## src/assert_macros.svh

```systemverilog
// Assertion macros used by the convolution top level.
`ifndef ASSERT_MACROS_SVH
`define ASSERT_MACROS_SVH

// Check a condition at every clock edge outside reset.
`define ASSERT_ALWAYS(label, cond, msg) \
    label: assert property (@(posedge clk) disable iff (!rst_n) (cond)) else $error(msg);

// Check that a condition holds in the cycle after a trigger.
`define ASSERT_NEXT(label, ante, cons, msg) \
    label: assert property (@(posedge clk) disable iff (!rst_n) (ante) |=> (cons)) else $error(msg);

`endif

```

## src/ikc_pkg.sv

```systemverilog
// Types and constants shared by the image kernel convolution modules.
package ikc_pkg;

    localparam int COEF_DIM = 5;
    localparam int COEF_W   = 12;
    localparam int PIX_W    = 8;
    localparam int VAL_W    = 16;
    localparam int CFG_W    = 60;
    localparam int IDX_W    = 3;
    localparam int KS_W     = 3;
    localparam int GEO_W    = 11;
    localparam int HALF_W   = 2;

    typedef enum logic [IDX_W-1:0] {
        REG_KERNEL_SIZE,
        REG_IMAGE_WIDTH,
        REG_IMAGE_HEIGHT,
        REG_COEF_ROW0,
        REG_COEF_ROW1,
        REG_COEF_ROW2,
        REG_COEF_ROW3,
        REG_COEF_ROW4
    } reg_idx_t;

    localparam logic [KS_W-1:0]  KS_RESET     = 3'd1;
    localparam logic [GEO_W-1:0] WIDTH_RESET  = 11'd640;
    localparam logic [GEO_W-1:0] HEIGHT_RESET = 11'd480;
    localparam logic [CFG_W-1:0] COEF0_RESET  = 60'd256;

    typedef logic [PIX_W-1:0]         pix_t;
    typedef logic signed [COEF_W-1:0] coef_t;

    // Per-item control that travels down the pipeline
    typedef struct packed {
        logic                emit;
        logic                frame_end;
        logic [COEF_DIM-1:0] row_ok;
        logic [COEF_DIM-1:0] col_ok;
    } ctl_t;

endpackage

```

## src/ikc_window.sv

```systemverilog
// Sliding KLxKL pixel window, shifted by one column per beat.
module ikc_window #(
    parameter int KL = 5
) (
    input  logic           clk,
    input  logic           rst_n,
    input  logic           in_valid,
    output logic           in_ready,
    input  ikc_pkg::pix_t  col [KL],
    input  ikc_pkg::ctl_t  in_ctl,
    input  ikc_pkg::coef_t in_coef [KL][KL],
    output logic           out_valid,
    input  logic           out_ready,
    output ikc_pkg::pix_t  win [KL][KL],
    output ikc_pkg::ctl_t  out_ctl,
    output ikc_pkg::coef_t out_coef [KL][KL]
);
    import ikc_pkg::*;

    logic   v_reg;
    logic   ld;
    pix_t   win_reg [KL][KL];
    ctl_t   ctl_reg;
    coef_t  coef_reg [KL][KL];

    // Items without a result leave the window stage without waiting
    assign in_ready = !v_reg || !ctl_reg.emit || out_ready;
    assign ld       = in_valid && in_ready;

    always_ff @(posedge clk or negedge rst_n)
    begin
        if (!rst_n)
        begin
            v_reg <= 1'b0;
        end
        else if (in_ready)
        begin
            v_reg <= in_valid;
        end
    end

    // Shift the window left by one column
    always_ff @(posedge clk)
    begin
        if (ld)
        begin
            for (int b = 0; b < KL; b++)
            begin
                win_reg[b][0] <= col[b];
                for (int a = 1; a < KL; a++)
                begin
                    win_reg[b][a] <= win_reg[b][a-1];
                end
            end
            ctl_reg  <= in_ctl;
            coef_reg <= in_coef;
        end
    end

    assign out_valid = v_reg && ctl_reg.emit;
    assign win       = win_reg;
    assign out_ctl   = ctl_reg;
    assign out_coef  = coef_reg;

endmodule

```

## config.mk

```make
export PLATFORM = sky130hd
export DESIGN_NAME = ikc_window
export DESIGN_NICKNAME = d
export VERILOG_FILES = /design/src/assert_macros.svh /design/src/ikc_pkg.sv /design/src/ikc_window.sv
export SDC_FILE = /design/constraint.sdc
export NUM_CORES = 1
export LEC_CHECK = 0
export BUFFER_PORTS_ARGS = -buffer_cell sky130_fd_sc_hd__buf_2
export CAP_MARGIN = 30
export CORE_AREA = 2 2 341 343
export CTS_CLUSTER_DIAMETER = 30
export CTS_CLUSTER_SIZE = 12
export DETAILED_ROUTE_END_ITERATION = 16
export DIE_AREA = 0 0 343 345
export GPL_ROUTABILITY_DRIVEN = 0
export GPL_TIMING_DRIVEN = 0
export HOLD_SLACK_MARGIN = 0.12
export SLEW_MARGIN = 20
export SYNTH_ARGS = -nofsm -noshare
export SYNTH_HDL_FRONTEND = slang
export SYNTH_SLANG_ARGS = --single-unit
```

## constraint.sdc

```tcl
create_clock -name clk -period 11.77 [get_ports clk]
set_input_delay 3.531 -clock clk [delete_from_list [all_inputs] [get_ports clk]]
set_output_delay 3.531 -clock clk [all_outputs]
set_load 0.05 [all_outputs]
```

==> impl_metrics.toml, run 1 <==
[status]
status = "completed"

[cts]
cts.sinks = 513
hold_buffers = 0
cts_root_buf = "clkbuf_16"
cts_tree = "done"
cts_buffers = 110
h-tree-depth = 3
clk_latency_ns = 0.69
cts_resized = 0
path_clk_slew_ns = 0.05
clockBufferDepth = 3
postCtsSetupRepairBufs = 0

[synthesis]
syn_nets = 873
netlist_area_mm2 = 0.0154
syn_area_per_cell_um2 = 29.9
post-synth-top-area-cell = "edfxtp_1"
ys_types = 6
synth_top_area_share = 0.996
ys_seq_area_frac = 0.997
postSynthCellCount = 517
synthTopCellsByArea = "edfxtp_1 (100%), dfrtp_1 (0.16%), nand3b_4 (0.13%)"
ys_ff_latch = 513
yosys_warnings = 0

[critical_path]
r2r_cells = 5
cp.arrival_ns = 4.00
worst_path_max_delay_cell = "buf_2"
r2r_start = "out_ctl[11]$_DFFE_PP_"
worstSetupStartpointType = "primary input"
path_class = "in -> out"
slowest_delay_ns = 0.27
r2r-end = "out_coef[14]$_DFFE_PP_"
cp_max_fo = 3
crit_required_ns = 8.24
crit_family = "buffers and inverters"
cp-end-kind = "output port"
r2r_slack_ns = 9.11
crit_top_cell = "buf_2"
cp_cell_sequence = "buf_2 > nand3b_4 > buf_2"
worst-path-buf-inv = 2

[routing]
wl_per_cell_um = 16.6
totalWireLength_um = 51800
ant_nets = 0
drc = 0
drt_iter0_drc = 707
via_count = 9586
vias_per_cell = 3.06
dr.pass1.iters = 5

[min_path]
min_path_type = "reg -> reg"
holdPathStages = 0
min_from = "win[195]$_DFFE_PP_"
min_to = "win[187]$_DFFE_PP_"

[die]
core_mm2 = 0.115
die_w_um = 343
initial_utilization = 0.134
placementRows = 125
ios = 870
die_h_um = 345
dieArea_mm2 = 0.118

[sta]
finalClockSkew_ns = 0.0350
rsz0062_at_grt = "false"
max_freq_ghz = 0.133
slew_violations = 0
fin_crit_ns = 7.53
hold_viol = 0
setup_viol_count_final = 0
finalCritPeriodShare = 0.640
tightestPinTransition_ns = 0.766
setup_tns_ns = 0
slew_headroom = 0.489

[layout]
fin_nets = 1863
seqCellArea_mm2 = 0.0154
fin_util = 0.225
final_layout_size_suffix_gt1_frac = 0.670
multi_input_comb_area_um2 = 42.5
largest_reg_flops = 300
syn_to_final_growth_pct = 67.8
fill_cells = 12042

[grt]
antenna_found_initial = 12
grt_pass1_wl_um = 69300
grt_overflow = 0
grt_pass1_vias = 9758
grt_use_total = 0.0830
grt_max_degree = 62

[power_and_ir_drop]
p_leak_nw = 10.4
ir_drop_v = 0.000132
p_per_area_mw_per_mm2 = 233

[placement]
hpwl_um = 39300
port_buffers = 869

[job]
maxCapViolations = 0
[report_power, final]
group | switching, W | leakage [nW] | internal, W | total, W
registers | 0.0000485 | 4.96 | 0.00215 | 0.00220
clock network | 0.00108 | 1.89 | 0.00215 | 0.00322
logic | 0.000491 | 3.55 | 0.000120 | 0.000610
[how the worst max path moves through the flow]
stage / startpoint / endpoint / slack, ns / depth (start not counted)
floorplan: out_ready / out_coef[0]$_DFFE_PP_ / 3.98 / 2
global placement: out_ready / out_coef[103]$_DFFE_PP_ / 2.46 / 3
detailed placement: out_ready / in_ready / 4.24 / 3
CTS: out_ready / in_ready / 4.24 / 3
global route: out_ready / in_ready / 4.23 / 3
finish: out_ready / in_ready / 4.24 / 3
[routing by layer]
| layer | share of wire | global-route usage | vias to the layer above |
|---|---|---|---|
| met4 | 0.030 | 0.0361 | 12 |
| met5 | 0.0014 | 0 | - |
| met1 | 0.37 | 0.0896 | 4614 |
| li1 | - | - | 4172 |
| met3 | 0.12 | 0.0421 | 109 |
| met2 | 0.48 | 0.136 | 679 |
[cell families (layout without fill, tap and decap cells)]
family,Yosys count,after routing,synth area share
flip-flops,513,513,0.997
AND/OR/NAND/NOR,4,4,0.00276
buffers and inverters,0,1087,0
other,0,1,0
[stage by stage]
stage	cell area [um^2]	total power (W)	hold slack, ns	setup slack (ns)	cells
5_1_grt	25900	0.00623	0.421	4.23	3128
3_5_place_dp	21900	0.00285	0.427	4.24	2919
4_1_cts	25900	0.00612	0.411	4.24	3128
6_report	25900	0.00603	0.417	4.24	3129
3_3_place_gp	21700	0.00285	0.425	2.46	2910
2_1_floorplan	15400	0.00264	0.676	3.98	517
[cell usage in the layout, fill, tap and decap left out, drive strengths merged]
cell type	count
clkinvlp	15
nand3b	1
and2	2
diode	1
clkbuf	117
edfxtp	512
clkinv	40
nand2b	1
bufinv	17
dfrtp	1
buf	878
inv	20
[cell type report]
cell class,count,area share
sequential,513,0.594
timing repair buffer,878,0.177
clock buffer,117,0.110
tap,1524,0.0736
clock inverter,92,0.0438
multi-input combinational,4,0.00164
antenna,1,0.0000966
[cells in the mapped netlist]
| master | instances |
|---|---|
| dfrtp_1 | 1 |
| and2_4 | 1 |
| nand3b_4 | 1 |
| nand2b_1 | 1 |
| edfxtp_1 | 512 |
| and2_2 | 1 |
Note: power is estimated with default switching activity, not from simulation.
==> run 2, diff against run 1 <==
- ABC_AREA: not set -> 1
- CORE_AREA: 2 2 341 343 -> 2 2 342 344
- DIE_AREA: 0 0 343 345 -> 0 0 344 346
- clock period: 11.77 -> 6 ns (I/O delays scaled with it)
==> run 2 against run 1 <==
  * Clock-buffer cell count fell by 8
  * Area after synthesis barely moved
  * Register-to-register slack worse by 6.7 ns
  * Cell count about the same
  * Global-route usage barely moved
  * Sequential share of layout area rose by 0.48 points
  * Critical path type is now in -> reg
  * Largest cell class unchanged
  * Highest routed layer unchanged
==> impl_metrics.toml, run 2 <==
[status]
status = "completed"

[grt]
antenna_found_initial = 22
grt_use_total = 0.0829
grt_pass1_wl_um = 68900
grt_pass1_vias = 9851
grt_overflow = 0
grt_max_degree = 29

[critical_path]
r2r_slack_ns = 2.39
crit_family = "buffers and inverters"
worst_path_max_delay_cell = "nor2_4"
worstSetupStartpointType = "primary input"
slowest_delay_ns = 0.52
crit_top_cell = "buf_16"
crit_required_ns = 6.35
cp_max_fo = 27
cp_cell_sequence = "buf_2 > nor2_4 > nor2_4 > buf_16 > buf_12 > buf_16 > buf_12 > buf_12 > buf_16 > buf_16 > buf_16 > buf_12 > buf_16"
cp-end-kind = "flip-flop"
cp.arrival_ns = 4.61
worst-path-buf-inv = 11
path_class = "in -> reg"

[cts]
h-tree-depth = 3
cts_resized = 0
cts.sinks = 513
cts_tree = "done"
cts_root_buf = "clkbuf_16"
clockBufferDepth = 3
cts_buffers = 103
postCtsSetupRepairBufs = 0
clk_latency_ns = 0.68
hold_buffers = 0
path_clk_slew_ns = 0.05

[synthesis]
yosys_warnings = 0
async_flop_share = 0.00195
ys_ff_latch = 513
synth_top_area_share = 0.996
ys_top_cells_by_count = "edfxtp_1 (512), inv_1 (3), nand2_1 (2), nor2_1 (2)"
ys_seq_area_frac = 0.998
synth_most_common_cell = "edfxtp_1"
syn_nets = 877
netlist_area_mm2 = 0.0154
synthFlopType = "edfxtp_1"
synthTopCellsByArea = "edfxtp_1 (100%), dfrtp_1 (0.16%), inv_1 (0.073%)"
ys_types = 6
synth_edf_count = 512
syn_area_per_cell_um2 = 29.6
postSynthCellCount = 521
post-synth-top-area-cell = "edfxtp_1"

[power_and_ir_drop]
seqPwrFrac = 0.387
combPwrFrac = 0.109
p_total_w = 0.0112
p_leak_nw = 10.3
power.internal_w = 0.00812
p_sw_w = 0.00304
ir_drop_v = 0.000328
p_per_area_mw_per_mm2 = 434
swShare = 0.272
power_frac_clock = 0.504

[layout]
largest_reg_flops = 300
fin_util = 0.223
fill_cells = 12093
final_cells = 3127
syn_to_final_growth_pct = 66.6
fin_nets = 1872
layout_commonest_cell = "buf_2"
final_cell_mix = "buf_2 (869), edfxtp_1 (512), clkbuf_16 (103), clkinv_2 (15)"
final_layout_size_suffix_gt1_frac = 0.664

[sta]
max_freq_ghz = 0.234
tightestPinTransition_ns = 0.645
setup_tns_ns = 0
finalClockSkew_ns = 0.0426
finalCritPeriodShare = 0.711
setup_viol_count_final = 0
fin_crit_ns = 4.27
slew_violations = 0
hold_viol = 0
fin_ws_ns = 1.73
rsz0062_at_grt = "false"
slew_headroom = 0.569

[routing]
vias_per_cell = 3.10
ant_nets = 0
totalWireLength_um = 52200
wl_per_cell_um = 16.7
drt_iter0_drc = 669
drc = 0
dr.pass1.iters = 4
via_count = 9704

[die]
initial_utilization = 0.134
core_mm2 = 0.115
dieArea_mm2 = 0.119
die_h_um = 346
placementRows = 125
ios = 870
die_w_um = 344

[placement]
place_inst = 2935
hpwl_um = 40600
pre_cts_ws_ns = 1.06
port_buffers = 869

[min_path]
min_path_type = "reg -> reg"

[job]
maxCapViolations = 0
## run 2: kinds of logic (layout without fill, tap and decap cells)
logic type             Yosys count  count (layout)  synth area share
DFF                            513             513             0.998
other                            0               3                 0
buffers and inverters            3            1082          0.000730
and+or+nand+nor                  5               5           0.00130
## run 2: worst paths after layout
check                      depth (start not counted)             startpoint                 end
max                                               13              out_ready  win[126]$_DFFE_PP_
min                                                0     win[176]$_DFFE_PP_  win[168]$_DFFE_PP_
max reg2reg                                       13  out_ctl[11]$_DFFE_PP_  win[126]$_DFFE_PP_
min reg2reg                                        0     win[176]$_DFFE_PP_  win[168]$_DFFE_PP_
max in group asynchronous                          1                  rst_n   v_reg$_DFFE_PN0P_
min in group asynchronous                          1                  rst_n   v_reg$_DFFE_PN0P_
## run 2: power by group through the flow
| stage | Sequential, W | Clock [W] | Combinational (W) |
|---|---|---|---|
| 4_1_cts | 0.00432 | 0.00579 | 0.00123 |
| 3_5_place_dp | 0.00438 | 0 | 0.00123 |
| 2_1_floorplan | 0.00513 | 0 | 0.0000669 |
| 5_1_grt | 0.00433 | 0.00595 | 0.00126 |
| 3_3_place_gp | 0.00445 | 0 | 0.00117 |
| 6_report | 0.00431 | 0.00562 | 0.00122 |
## run 2: metrics by stage
step	hold WS [ns]	cell area (um^2)
floorplan	0.847	15400
finish	0.427	25700
global placement	0.425	21700
global route	0.439	25700
detailed placement	0.426	22200
CTS	0.429	25700
## run 2: area by class of cell
type | instances | area, um^2 | area share
Inverter | 3 | 11.3 | 0.000438
Tap cell | 1524 | 1910 | 0.0742
Sequential cell | 513 | 15400 | 0.599
Clock buffer | 109 | 2600 | 0.101
Multi-Input combinational cell | 5 | 35.0 | 0.00136
Clock inverter | 80 | 905 | 0.0352
Timing Repair Buffer | 890 | 4840 | 0.188
Antenna cell | 3 | 7.51 | 0.000292
## run 2: layer usage
layer	GRT usage	vias to the layer above	share of wire
met2	0.133	705	0.48
li1	-	4189	-
met4	0.0401	16	0.032
met3	0.0453	125	0.13
met1	0.0879	4669	0.36
met5	0	-	0.0020
## run 2: worst reg2reg max path, delay by kind of cell (launching register included)
family	cells	cell delay, ns
buffers and inverters	10	2.14
and+or+nand+nor	3	0.73
DFF	1	0.42
==> run 3, diff against run 2 <==
- clock period: 6 -> 3.6 ns (I/O delays scaled with it)
==> run 3 against run 2 <==
  * Register-to-register slack lost 2.0 ns
  * Core utilization is essentially flat
  * Sequential power grew 67%
  * Largest power group unchanged
  * Largest cell class unchanged
  * Highest routed layer unchanged
  * Worst hold slack lost 0.0019 ns
==> impl_metrics.toml, run 3 (synthesized netlist as in run 2, its figures left out) <==
[cts]
cts_root_buf = "clkbuf_16"
cts_tree = "done"
cts_resized = 0
clockBufferDepth = 3
clk_latency_ns = 0.68
cts_buffers = 103
h-tree-depth = 3
path_clk_slew_ns = 0.05
cts.sinks = 513

[layout]
design_area_mm2 = 0.0257
syn_to_final_growth_pct = 66.7
layout_commonest_cell = "buf_2"
final_layout_size_suffix_gt1_frac = 0.664
final_cell_mix = "buf_2 (869), edfxtp_1 (512), clkbuf_16 (103), clkinv_2 (15)"
fin_nets = 1874
largest_reg_flops = 300

[critical_path]
r2r_slack_ns = 0.43
cp-end-kind = "flip-flop"
r2r-end = "win[126]$_DFFE_PP_"
path_class = "reg -> reg"
crit_required_ns = 3.95
crit_family = "buffers and inverters"
worst-path-buf-inv = 10
worst_path_max_delay_cell = "edfxtp_1"
cp_max_fo = 27
cp.arrival_ns = 3.51
worstSetupStartpointType = "flip-flop"
crit_top_cell = "buf_16"
r2r_cells = 13
cp_cell_sequence = "nand2_1 > nor2_4 > nor2_4 > buf_16 > buf_12 > buf_16 > buf_12 > buf_12 > buf_16 > buf_16 > buf_16 > buf_12 > buf_16"
slowest_delay_ns = 0.42
r2r_start = "out_ctl[11]$_DFFE_PP_"

[sta]
tightestPinTransition_ns = 0.540
finalCritPeriodShare = 0.880
rsz0062_at_grt = "false"
slew_violations = 0
max_freq_ghz = 0.316
hold_viol = 0
setup_viol_count_final = 0
fin_crit_ns = 3.17
finalClockSkew_ns = 0.0425
slew_headroom = 0.640

[min_path]
min_path_type = "reg -> reg"
min_to = "win[168]$_DFFE_PP_"
holdPathStages = 0
min_from = "win[176]$_DFFE_PP_"

[routing]
wl_per_cell_um = 16.7
ant_nets = 0
via_count = 9725
vias_per_cell = 3.11
totalWireLength_um = 52300
drc = 0
drt_iter0_drc = 676
dr.pass1.iters = 5

[placement]
dpl_cell_area_mm2 = 0.0222
port_buffers = 869
hpwl_um = 40600

[die]
die_w_um = 344
ios = 870
initial_utilization = 0.134
core_mm2 = 0.115
dieArea_mm2 = 0.119
die_h_um = 346
placementRows = 125

[job]
maxCapViolations = 0

[power_and_ir_drop]
ir_drop_v = 0.000548
p_per_area_mw_per_mm2 = 723
p_total_w = 0.0186
p_leak_nw = 10.3

[grt]
grt_overflow = 0
grt_max_degree = 29
grt_pass1_vias = 9867
grt_use_total = 0.0830
antenna_found_initial = 22
grt_pass1_wl_um = 69000

[status]
status = "completed"
[run 3: changes by cell type in the layout (fill, tap and decap cells not counted), sizes merged]
cell | previous run | this run
buf | 890 | 891
dlygate4sd3 | 0 | 1
[run 3: worst max-delay path by stage]
stage,start,endpoint,slack (ns),cells past startpoint
finish,out_ctl[11]$_DFFE_PP_,win[126]$_DFFE_PP_,0.43,13
global route,out_ctl[11]$_DFFE_PP_,out_coef[142]$_DFFE_PP_,0.28,13
CTS,out_ctl[11]$_DFFE_PP_,out_coef[142]$_DFFE_PP_,0.43,13
detailed placement,out_ready,out_ctl[3]$_DFFE_PP_,-0.62,13
global placement,out_ready,out_coef[53]$_DFFE_PP_,-8.72,3
floorplan,out_ready,out_coef[0]$_DFFE_PP_,-5.48,2
[run 3: cell type report]
class                   count  area (um^2)
well taps                1524         1910
inverters                   3         11.3
clock inverters            80          905
fillers                 12088        89700
repair buffers            892         4850
multi-input cells           5         35.0
clock buffers             109         2600
diodes                      3         7.51
flip-flops and latches    513        15400
[run 3: repair_timing]
item                       in CTS  in global routing
setup endpoints to repair      25                  0
setup buffers                   1                  0
hold buffers                    1                  0
hold endpoints to repair        1                  0
[run 3: routing by layer]
metal,part of all wire,vias to the layer above,GRT usage
met3,0.13,125,0.0453
met2,0.48,709,0.133
met1,0.35,4682,0.0879
li1,-,4193,-
met4,0.032,16,0.0401
met5,0.0020,-,0
[run 3: metrics by stage]
step,setup slack (ns),util,instances,hold slack (ns),setup TNS [ns]
after global placement,-8.72,0.188,2914,0.425,-4412.53
after CTS,0.426,0.223,3126,0.429,0
after floorplan,-5.48,-,521,0.784,-2805.75
final,0.433,0.223,3129,0.425,0
after detailed placement,-0.620,0.192,2935,0.426,-36.16
after global routing,0.276,0.223,3127,0.439,0
[run 3: power breakdown]
part | switching [W] | internal, W | leakage, nW
registers | 0.000159 | 0.00703 | 4.96
logic | 0.00161 | 0.000426 | 3.68
clock network | 0.00330 | 0.00608 | 1.69
[run 3: worst register-to-register path: stages, from the launching register on]
cell	delay, ns
edfxtp_1	0.42
nand2_1	0.15
nor2_4	0.06
nor2_4	0.14
buf_16	0.19
buf_12	0.20
buf_16	0.20
buf_12	0.22
buf_12	0.23
buf_16	0.20
buf_16	0.20
buf_16	0.20
buf_12	0.22
buf_16	0.21
